===== config.mk =====
export PLATFORM = sky130hd
export DESIGN_NAME = scaled_font_text_line_overlay
export DESIGN_NICKNAME = d
export VERILOG_FILES = /design/src/sfto_pkg.sv /design/src/sfto_ram.sv /design/src/scaled_font_text_line_overlay.sv
export SDC_FILE = /design/constraint.sdc
export NUM_CORES = 2
export LEC_CHECK = 0
export ABC_AREA = 1
export BUFFER_PORTS_ARGS = -buffer_cell sky130_fd_sc_hd__buf_2
export CORE_MARGIN = 2
export CORE_UTILIZATION = 40
export CTS_CLUSTER_DIAMETER = 100
export DETAILED_ROUTE_END_ITERATION = 8
export GPL_ROUTABILITY_DRIVEN = 0
export SYNTH_ARGS = -nofsm -noshare
export SYNTH_HDL_FRONTEND = slang
export SYNTH_SLANG_ARGS = --single-unit

===== constraint.sdc =====
create_clock -name clk -period 14.39 [get_ports clk]
set_input_delay 1.439 -clock clk [delete_from_list [all_inputs] [get_ports clk]]
set_output_delay 1.439 -clock clk [all_outputs]
set_load 0.01 [all_outputs]

===== src/sfto_pkg.sv =====
// Package for the scaled-font text line overlay.
// Item types, field widths, register indexes and the 5x7 capital font table.
// No dependencies.
package sfto_pkg;

  localparam int SCALE_W  = 4;
  localparam int TOP_W    = 9;
  localparam int LEN_W    = 7;
  localparam int COLOR_W  = 16;
  localparam int SLOT_W   = 6;
  localparam int CODE_W   = 8;
  localparam int X_W      = 9;
  localparam int Y_W      = 9;
  localparam int CELLW_W  = 7;
  localparam int SPAN_W   = LEN_W + CELLW_W;
  localparam int ROW_W    = 3;
  localparam int COL_W    = 3;
  localparam int CFG_IDX_W  = 2;
  localparam int CFG_DATA_W = 16;

  localparam int LINE_WIDTH_DEF = 360;
  localparam int MAX_CHARS_DEF  = 64;

  localparam int GLYPH_ROWS = 7;
  localparam int GLYPH_COLS = 5;
  localparam int CELL_COLS  = 6;

  localparam logic [CODE_W-1:0] CHAR_A_UP = 8'h41;
  localparam logic [CODE_W-1:0] CHAR_Z_UP = 8'h5A;
  localparam logic [CODE_W-1:0] CHAR_A_LO = 8'h61;
  localparam logic [CODE_W-1:0] CHAR_Z_LO = 8'h7A;
  localparam logic [CODE_W-1:0] CASE_FOLD = 8'h20;

  localparam logic [SCALE_W-1:0] SCALE_RST = 4'd1;
  localparam logic [COLOR_W-1:0] COLOR_RST = 16'hFFFF;

  typedef enum logic [CFG_IDX_W-1:0] {
    CFG_SCALE  = 2'd0,
    CFG_TOP    = 2'd1,
    CFG_LENGTH = 2'd2,
    CFG_COLOR  = 2'd3
  } cfg_reg_t;

  typedef enum logic {
    REQ_LOAD  = 1'b0,
    REQ_PIXEL = 1'b1
  } req_kind_t;

  typedef struct packed {
    req_kind_t          req_type;
    logic [SLOT_W-1:0]  char_slot;
    logic [CODE_W-1:0]  char_code;
    logic [X_W-1:0]     pixel_x;
    logic [Y_W-1:0]     pixel_y;
    logic [COLOR_W-1:0] under_color;
  } req_item_t;

  typedef struct packed {
    logic [COLOR_W-1:0] pixel_color;
    logic               lit;
  } rsp_item_t;

  // Columns 0..4 from MSB down, bit 0 of each column = top glyph row.
  localparam logic [34:0] CAPS_FONT [26] = '{
    {7'h7E, 7'h11, 7'h11, 7'h11, 7'h7E}, {7'h7F, 7'h49, 7'h49, 7'h49, 7'h36},
    {7'h3E, 7'h41, 7'h41, 7'h41, 7'h22}, {7'h7F, 7'h41, 7'h41, 7'h22, 7'h1C},
    {7'h7F, 7'h49, 7'h49, 7'h49, 7'h41}, {7'h7F, 7'h09, 7'h09, 7'h09, 7'h01},
    {7'h3E, 7'h41, 7'h49, 7'h49, 7'h7A}, {7'h7F, 7'h08, 7'h08, 7'h08, 7'h7F},
    {7'h00, 7'h41, 7'h7F, 7'h41, 7'h00}, {7'h20, 7'h40, 7'h41, 7'h3F, 7'h01},
    {7'h7F, 7'h08, 7'h14, 7'h22, 7'h41}, {7'h7F, 7'h40, 7'h40, 7'h40, 7'h40},
    {7'h7F, 7'h02, 7'h0C, 7'h02, 7'h7F}, {7'h7F, 7'h04, 7'h08, 7'h10, 7'h7F},
    {7'h3E, 7'h41, 7'h41, 7'h41, 7'h3E}, {7'h7F, 7'h09, 7'h09, 7'h09, 7'h06},
    {7'h3E, 7'h41, 7'h51, 7'h21, 7'h5E}, {7'h7F, 7'h09, 7'h19, 7'h29, 7'h46},
    {7'h46, 7'h49, 7'h49, 7'h49, 7'h31}, {7'h01, 7'h01, 7'h7F, 7'h01, 7'h01},
    {7'h3F, 7'h40, 7'h40, 7'h40, 7'h3F}, {7'h1F, 7'h20, 7'h40, 7'h20, 7'h1F},
    {7'h7F, 7'h20, 7'h18, 7'h20, 7'h7F}, {7'h63, 7'h14, 7'h08, 7'h14, 7'h63},
    {7'h07, 7'h08, 7'h70, 7'h08, 7'h07}, {7'h61, 7'h51, 7'h49, 7'h45, 7'h43}
  };

  // Dot column of a character code; blank for anything but a letter.
  function automatic logic [GLYPH_ROWS-1:0] font_column(
    input logic [CODE_W-1:0] code,
    input logic [COL_W-1:0]  col
  );
    logic [CODE_W-1:0] folded;
    logic [4:0]        idx;
    logic [34:0]       entry;
    logic [GLYPH_ROWS-1:0] bits;
    folded = code;
    if (code >= CHAR_A_LO && code <= CHAR_Z_LO) begin
      folded = code - CASE_FOLD;
    end
    idx   = 5'(folded - CHAR_A_UP);
    entry = '0;
    if (folded >= CHAR_A_UP && folded <= CHAR_Z_UP) begin
      entry = CAPS_FONT[idx];
    end
    unique case (col)
      3'd0:    bits = entry[34:28];
      3'd1:    bits = entry[27:21];
      3'd2:    bits = entry[20:14];
      3'd3:    bits = entry[13:7];
      3'd4:    bits = entry[6:0];
      default: bits = '0;
    endcase
    return bits;
  endfunction

endpackage


===== src/sfto_ram.sv =====
// Generic single-clock RAM: one write port, one read port, registered read.
// No dependencies.
module sfto_ram #(
  parameter int WIDTH = 8,
  parameter int DEPTH = 64,
  localparam int AW = (DEPTH > 1) ? $clog2(DEPTH) : 1
) (
  input  logic             clk,
  input  logic             we,
  input  logic [AW-1:0]    wr_addr,
  input  logic [WIDTH-1:0] wr_data,
  input  logic             rd_en,
  input  logic [AW-1:0]    rd_addr,
  output logic [WIDTH-1:0] rd_data
);

  logic [WIDTH-1:0] mem [DEPTH];

  always_ff @(posedge clk) begin
    if (we) begin
      mem[wr_addr] <= wr_data;
    end
    if (rd_en) begin
      rd_data <= mem[rd_addr];
    end
  end

endmodule


===== src/scaled_font_text_line_overlay.sv =====
// Top level of the scaled-font text line overlay.
// Depends on sfto_pkg and sfto_ram.
//
// Takes one item per clock while results are taken and returns one result per
// item, in order. An item passes the input register, the window register, the
// restoring divide stages that split the column offset into a cell number and
// an offset in the cell (one quotient bit per stage), the store read register
// and the result register. The whole pipeline holds while a result waits on
// rsp_ready. Loads write the character store at the same stage where queries
// read it, so loads and queries take effect in the order they were accepted.
// Configuration takes effect for items accepted from the cycle after the write.
module scaled_font_text_line_overlay
  import sfto_pkg::*;
#(
  parameter int LINE_WIDTH = LINE_WIDTH_DEF,
  parameter int MAX_CHARS  = MAX_CHARS_DEF
) (
  input  logic                  clk,
  input  logic                  rst,
  input  logic                  req_valid,
  output logic                  req_ready,
  input  req_item_t             req_item,
  output logic                  rsp_valid,
  input  logic                  rsp_ready,
  output rsp_item_t             rsp_item,
  input  logic                  cfg_we,
  input  logic [CFG_IDX_W-1:0]  cfg_index,
  input  logic [CFG_DATA_W-1:0] cfg_data
);

  localparam int AW      = (MAX_CHARS > 1) ? $clog2(MAX_CHARS) : 1;
  localparam int NSTG    = AW;
  localparam int LENC_W  = $clog2(MAX_CHARS + 1);
  localparam int REM_W   = LENC_W + CELLW_W;
  localparam int LW_W    = $clog2(LINE_WIDTH + 1);
  localparam int DIFF_W  = ((LW_W > SPAN_W) ? LW_W : SPAN_W) + 1;
  localparam int REL_W   = ((DIFF_W > X_W) ? DIFF_W : X_W) + 2;
  localparam int CMP_W   = (REL_W > REM_W) ? REL_W : REM_W;

  typedef struct packed {
    req_kind_t          kind;
    logic               ok;
    logic [ROW_W-1:0]   row;
    logic [REM_W-1:0]   rem;
    logic [AW-1:0]      quo;
    logic [SLOT_W-1:0]  slot;
    logic [CODE_W-1:0]  code;
    logic [COLOR_W-1:0] under;
  } stg_t;

  typedef struct packed {
    req_kind_t          kind;
    logic               ok;
    logic [ROW_W-1:0]   row;
    logic [COL_W-1:0]   col;
    logic [COLOR_W-1:0] under;
  } rd_stg_t;

  // configuration
  logic [SCALE_W-1:0] text_scale;
  logic [TOP_W-1:0]   text_top;
  logic [LEN_W-1:0]   text_length;
  logic [COLOR_W-1:0] text_color;

  always_ff @(posedge clk) begin
    if (rst) begin
      text_scale  <= SCALE_RST;
      text_top    <= '0;
      text_length <= '0;
      text_color  <= COLOR_RST;
    end else if (cfg_we) begin
      unique case (cfg_reg_t'(cfg_index))
        CFG_SCALE:  text_scale  <= cfg_data[SCALE_W-1:0];
        CFG_TOP:    text_top    <= cfg_data[TOP_W-1:0];
        CFG_LENGTH: text_length <= cfg_data[LEN_W-1:0];
        CFG_COLOR:  text_color  <= cfg_data[COLOR_W-1:0];
        default: ;
      endcase
    end
  end

  // derived line geometry
  logic [CELLW_W-1:0] cell_w;
  logic [LENC_W-1:0]  len_clamp;
  logic [SPAN_W-1:0]  span;
  logic [REM_W-1:0]   lspan;

  assign cell_w    = CELLW_W'(text_scale) * CELLW_W'(CELL_COLS);
  assign len_clamp = (int'(text_length) > MAX_CHARS) ? LENC_W'(MAX_CHARS)
                                                      : LENC_W'(text_length);

  always_ff @(posedge clk) begin
    span  <= SPAN_W'(text_length) * SPAN_W'(cell_w);
    lspan <= REM_W'(len_clamp) * REM_W'(cell_w);
  end

  // pipeline control
  logic adv;
  assign adv       = !rsp_valid || rsp_ready;
  assign req_ready = adv;

  // input register
  logic      a_vld;
  req_item_t a_item;

  always_ff @(posedge clk) begin
    if (rst) begin
      a_vld <= 1'b0;
    end else if (adv) begin
      a_vld <= req_valid;
    end
  end

  always_ff @(posedge clk) begin
    if (adv) begin
      a_item <= req_item;
    end
  end

  // window check, glyph row and offset into the line
  logic [Y_W-1:0]            yd;
  logic [CELLW_W-1:0]        ylim;
  logic                      y_in;
  logic [ROW_W-1:0]          row_c;
  logic signed [DIFF_W-1:0]  sdiff;
  logic signed [DIFF_W-1:0]  sdiff_r;
  logic signed [DIFF_W-1:0]  start;
  logic signed [REL_W-1:0]   rel;
  logic                      x_in;
  stg_t                      b_next;

  always_comb begin
    yd    = a_item.pixel_y - text_top;
    ylim  = CELLW_W'(text_scale) * CELLW_W'(GLYPH_ROWS);
    y_in  = (text_scale != '0) && (a_item.pixel_y >= text_top) && (yd < Y_W'(ylim));
    row_c = '0;
    for (int k = 1; k < GLYPH_ROWS; k++) begin
      if (yd >= Y_W'(CELLW_W'(k) * CELLW_W'(text_scale))) begin
        row_c = row_c + ROW_W'(1);
      end
    end

    sdiff   = $signed(DIFF_W'(LINE_WIDTH)) - $signed(DIFF_W'(span));
    sdiff_r = sdiff + $signed({{(DIFF_W-1){1'b0}}, sdiff[DIFF_W-1]});
    start   = sdiff_r >>> 1;
    rel     = $signed(REL_W'({1'b0, a_item.pixel_x})) - REL_W'(start);
    x_in    = (int'(a_item.pixel_x) < LINE_WIDTH) && !rel[REL_W-1]
              && (CMP_W'($unsigned(rel)) < CMP_W'(lspan));

    b_next.kind  = a_item.req_type;
    b_next.ok    = y_in && x_in;
    b_next.row   = row_c;
    b_next.rem   = REM_W'($unsigned(rel));
    b_next.quo   = '0;
    b_next.slot  = a_item.char_slot;
    b_next.code  = a_item.char_code;
    b_next.under = a_item.under_color;
  end

  // restoring divide by the cell width, one quotient bit per stage
  logic vld  [0:NSTG];
  stg_t pipe [0:NSTG];
  stg_t nxt  [1:NSTG];

  always_comb begin
    for (int k = 0; k < NSTG; k++) begin
      logic [REM_W:0] dv;
      dv         = (REM_W+1)'(cell_w) << (AW - 1 - k);
      nxt[k+1]   = pipe[k];
      if ({1'b0, pipe[k].rem} >= dv) begin
        nxt[k+1].rem          = pipe[k].rem - dv[REM_W-1:0];
        nxt[k+1].quo[AW-1-k]  = 1'b1;
      end
    end
  end

  always_ff @(posedge clk) begin
    if (rst) begin
      for (int k = 0; k <= NSTG; k++) begin
        vld[k] <= 1'b0;
      end
    end else if (adv) begin
      vld[0] <= a_vld;
      for (int k = 1; k <= NSTG; k++) begin
        vld[k] <= vld[k-1];
      end
    end
  end

  always_ff @(posedge clk) begin
    if (adv) begin
      pipe[0] <= b_next;
      for (int k = 1; k <= NSTG; k++) begin
        pipe[k] <= nxt[k];
      end
    end
  end

  // character store access and column within the cell
  stg_t              p;
  logic [COL_W-1:0]  col_c;
  logic              gap;
  logic              st_we;
  logic [AW-1:0]     st_waddr;
  logic [CODE_W-1:0] st_rdata;
  rd_stg_t           r_next;
  rd_stg_t           r;
  logic              r_vld;

  assign p = pipe[NSTG];

  always_comb begin
    col_c = '0;
    for (int k = 1; k < GLYPH_COLS; k++) begin
      if (p.rem >= REM_W'(CELLW_W'(k) * CELLW_W'(text_scale))) begin
        col_c = col_c + COL_W'(1);
      end
    end
    gap = p.rem >= REM_W'(CELLW_W'(GLYPH_COLS) * CELLW_W'(text_scale));

    r_next.kind  = p.kind;
    r_next.ok    = p.ok && !gap;
    r_next.row   = p.row;
    r_next.col   = col_c;
    r_next.under = p.under;
  end

  assign st_we    = adv && vld[NSTG] && (p.kind == REQ_LOAD)
                    && (int'(p.slot) < MAX_CHARS);
  assign st_waddr = AW'(p.slot);

  sfto_ram #(
    .WIDTH (CODE_W),
    .DEPTH (MAX_CHARS)
  ) u_char_store (
    .clk     (clk),
    .we      (st_we),
    .wr_addr (st_waddr),
    .wr_data (p.code),
    .rd_en   (adv),
    .rd_addr (p.quo),
    .rd_data (st_rdata)
  );

  always_ff @(posedge clk) begin
    if (rst) begin
      r_vld <= 1'b0;
    end else if (adv) begin
      r_vld <= vld[NSTG];
    end
  end

  always_ff @(posedge clk) begin
    if (adv) begin
      r <= r_next;
    end
  end

  // font lookup and result register
  logic [GLYPH_ROWS:0] dots;
  logic                lit_c;
  rsp_item_t           rsp_next;

  always_comb begin
    dots  = {1'b0, font_column(st_rdata, r.col)};
    lit_c = (r.kind == REQ_PIXEL) && r.ok && dots[r.row];
    rsp_next.lit = lit_c;
    if (r.kind == REQ_LOAD) begin
      rsp_next.pixel_color = '0;
    end else if (lit_c) begin
      rsp_next.pixel_color = text_color;
    end else begin
      rsp_next.pixel_color = r.under;
    end
  end

  always_ff @(posedge clk) begin
    if (rst) begin
      rsp_valid <= 1'b0;
    end else if (adv) begin
      rsp_valid <= r_vld;
    end
  end

  always_ff @(posedge clk) begin
    if (adv) begin
      rsp_item <= rsp_next;
    end
  end

endmodule

==> run_results.csv <==
group,metric,value,unit
finish,syn_to_final_growth,11.8,%
global_routing,grt_pass1_vias,28100,
sta,setup_viol,0,
global_routing,grt_max_degree,195,
place,portBuffers,90,
clocking,cts_buffers,108,
sta,setup_ws,8.54,ns
setup_path,path_common_cell,"nand2_1",
yosys,synth_ff_type,"edfxtp_1",
run,max_cap_viol_count,0,
setup_path,cp_max_fo,14,
finish,drive_gt1_frac,0.0737,
run_status,status,"completed",
pwr,p_leak,19.6,nW
yosys,syn-cell-area,46400,µm²
worst_hold_path,hp-class,"flip-flop to flip-flop",
route,drt_wl_total,101,mm
finish,nets,4290,
pwr,irDropWorstVdd,0.114,mV
place,placed_area,48400,µm²
finish,final_common_cell,"edfxtp_1",
clocking,clock_latency,0.73,ns
finish,final_cell_mix,"edfxtp_1, nor2_1, o21ai_0, nand2_1, inv_1",
place,place_ws,8.52,ns
floorplanning,num_rows,124,
setup_path,crit_type,"flip-flop to flip-flop",
yosys,synthTopCellsByArea,"edfxtp_1, ha_1, o21ai_0, nor2_1, nand2_1",
pwr,power_density,158,nW/µm²
yosys,yosys.area.top_type_share,0.635,
global_routing,antenna_found_initial,0,
yosys,ys_ff_latch,1046,
route,drc,0,
setup_path,cp_top_family,"adder cells",
sta,tns,0,ns
setup_path,max_stage_delay,0.68,ns
setup_path,required,15.02,ns
finish,fin_area,51900,µm²
yosys,synthCells,3885,
clocking,cts_buffer_depth,3,
sta,slew_viol_final,0,
clocking,root_buffer,"clkbuf_16",
global_routing,track_usage,0.168,
finish,layout.cells.non_filler,5568,
clocking,hold_buffers,0,
clocking,cts_sinks,1046,
yosys,synth.distinct_cells,51,
clocking,cts_resized,0,
floorplanning,fp.dieArea,119000,µm²
global_routing,grt-ovfl-total,0,
setup_path,crit_buf_inv,4,
yosys,synth.net_count,4213,
sta,max_freq,0.171,GHz
yosys,synth-edff-count,981,
clocking,clk_pin_slew,0.06,ns
floorplanning,ioPinCount,91,
sta,maxSlewHeadroom,0.268,
setup_path,cp-end-kind,"flip-flop",
yosys,synthArstFlopShare,0,
setup_path,start_kind,"flip-flop",
route,vias_per_cell,5.20,
floorplanning,die_w,345,µm
floorplanning,start_util,0.405,
place,dp.cells,5364,
yosys,synth_seq_area_share,0.663,
route,vias,29000,
sta,finalCritPeriodShare,0.407,
yosys,avgSynthCellArea,11.9,µm²
place,hpwl,61.4,mm
clocking,htreeDepth,3,
clocking,postCtsSetupBuffers,0,
floorplanning,die_h,345,µm
setup_path,arrival,6.49,ns
finish,nFillCells,10400,
route,drtPass1Iterations,7,
sta,period_needed,5.85,ns
yosys,yosys.area.top_type,"edfxtp_1",
sta,fin_skew,0.0928,ns
route,wl_per_cell,18.1,µm
sta,tightestPinTransition,1.10,ns
sta,rsz0062_at_grt,"no",
route,postRouteAntennaNets,0,
floorplanning,core_area,115000,µm²
clocking,tritoncts,"done",
route,detail_route.iter0.violations,2475,
finish,post-route-util,0.452,
global_routing,grt_pass1_wl,157,mm
sta,hold_violations,0,
yosys,ys_warn_count,0,
setup_path,crit_slowest_cell,"dfxtp_1",
layer usage:
metal  global-route usage  part of all wire
met1                0.230              0.45
met2                0.279              0.48
met5                    0                 0
met3               0.0244             0.051
met4               0.0505             0.025
cell usage after synthesis (23+ instances only):
master	number
edfxtp_1	981
nor2_1	582
o21ai_0	437
nand2_1	375
inv_1	352
ha_1	200
a21oi_1	142
nand3_1	139
o22ai_1	139
clkbuf_1	133
dfxtp_1	65
fa_1	56
xor2_1	54
xnor2_1	29
nand4_1	23
nor3_1	23
o211ai_1	23
path summary, 6_finish.rpt:
path | startpoint | end | slack [ns] | cells after the start
setup / recovery | text_scale[2]$_SDFFE_PP0P_ | lspan[13]$_DFF_P_ | 8.54 | 25
hold / removal | pipe[5][2]$_DFFE_PN_ | pipe[6][2]$_DFFE_PN_ | 0.41 | 0
setup reg to reg | text_scale[2]$_SDFFE_PP0P_ | lspan[13]$_DFF_P_ | 8.54 | 25
hold reg to reg | pipe[5][2]$_DFFE_PN_ | pipe[6][2]$_DFFE_PN_ | 0.41 | 0
registers in the layout, indices dropped and copies added, names as in the netlist:
signal / flops
text_length: 7
r: 24
u_char_store.mem: 512
text_color: 16
u_char_store.rd_data: 8
lspan: 13
a_vld: 1
vld: 7
pipe: 364
rsp_valid: 1
span: 13
text_scale: 4
a_item: 49
r_vld: 1
rsp_item: 17
text_top: 9
power breakdown:
| part | switching [mW] | internal, mW | total (mW) | leakage [nW] |
|---|---|---|---|---|
| clock network | 1.19 | 1.53 | 2.72 | 1.70 |
| logic | 1.06 | 0.587 | 1.65 | 7.85 |
| registers | 0.163 | 3.67 | 3.83 | 10.1 |
| total | 2.42 | 5.78 | 8.20 | 19.6 |
per-stage QoR:
stage	hold slack, ns	total power, mW
6_report	0.412	8.20
5_1_grt	0.413	8.62
4_1_cts	0.409	8.26
3_5_place_dp	0.405	5.53
3_3_place_gp	0.400	5.50
2_1_floorplan	0.400	5.08
kinds of logic (layout without fill, tap and decap cells):
family,count (synthesis),after routing,synth area share
buf+inv,506,676,0.0422
mux,1,1,0.000243
xor+xnor,83,83,0.0157
fa+ha+maj,256,256,0.0781
compound gates,813,813,0.0972
other cells,0,1,0
simple gates,1180,1180,0.104
flops,1046,1046,0.663
layout make-up:
| class | count | area [µm²] | area share |
|---|---|---|---|
| tap | 1512 | 1890 | 0.0365 |
| inverter | 354 | 1340 | 0.0259 |
| multi-input combinational | 2333 | 13700 | 0.264 |
| clock inverter | 61 | 606 | 0.0117 |
| clock buffer | 142 | 2870 | 0.0553 |
| timing repair buffer | 119 | 706 | 0.0136 |
| antenna | 1 | 2.50 | 0.0000483 |
| sequential | 1046 | 30800 | 0.593 |
No activity file was read; power rests on OpenSTA's default activity.
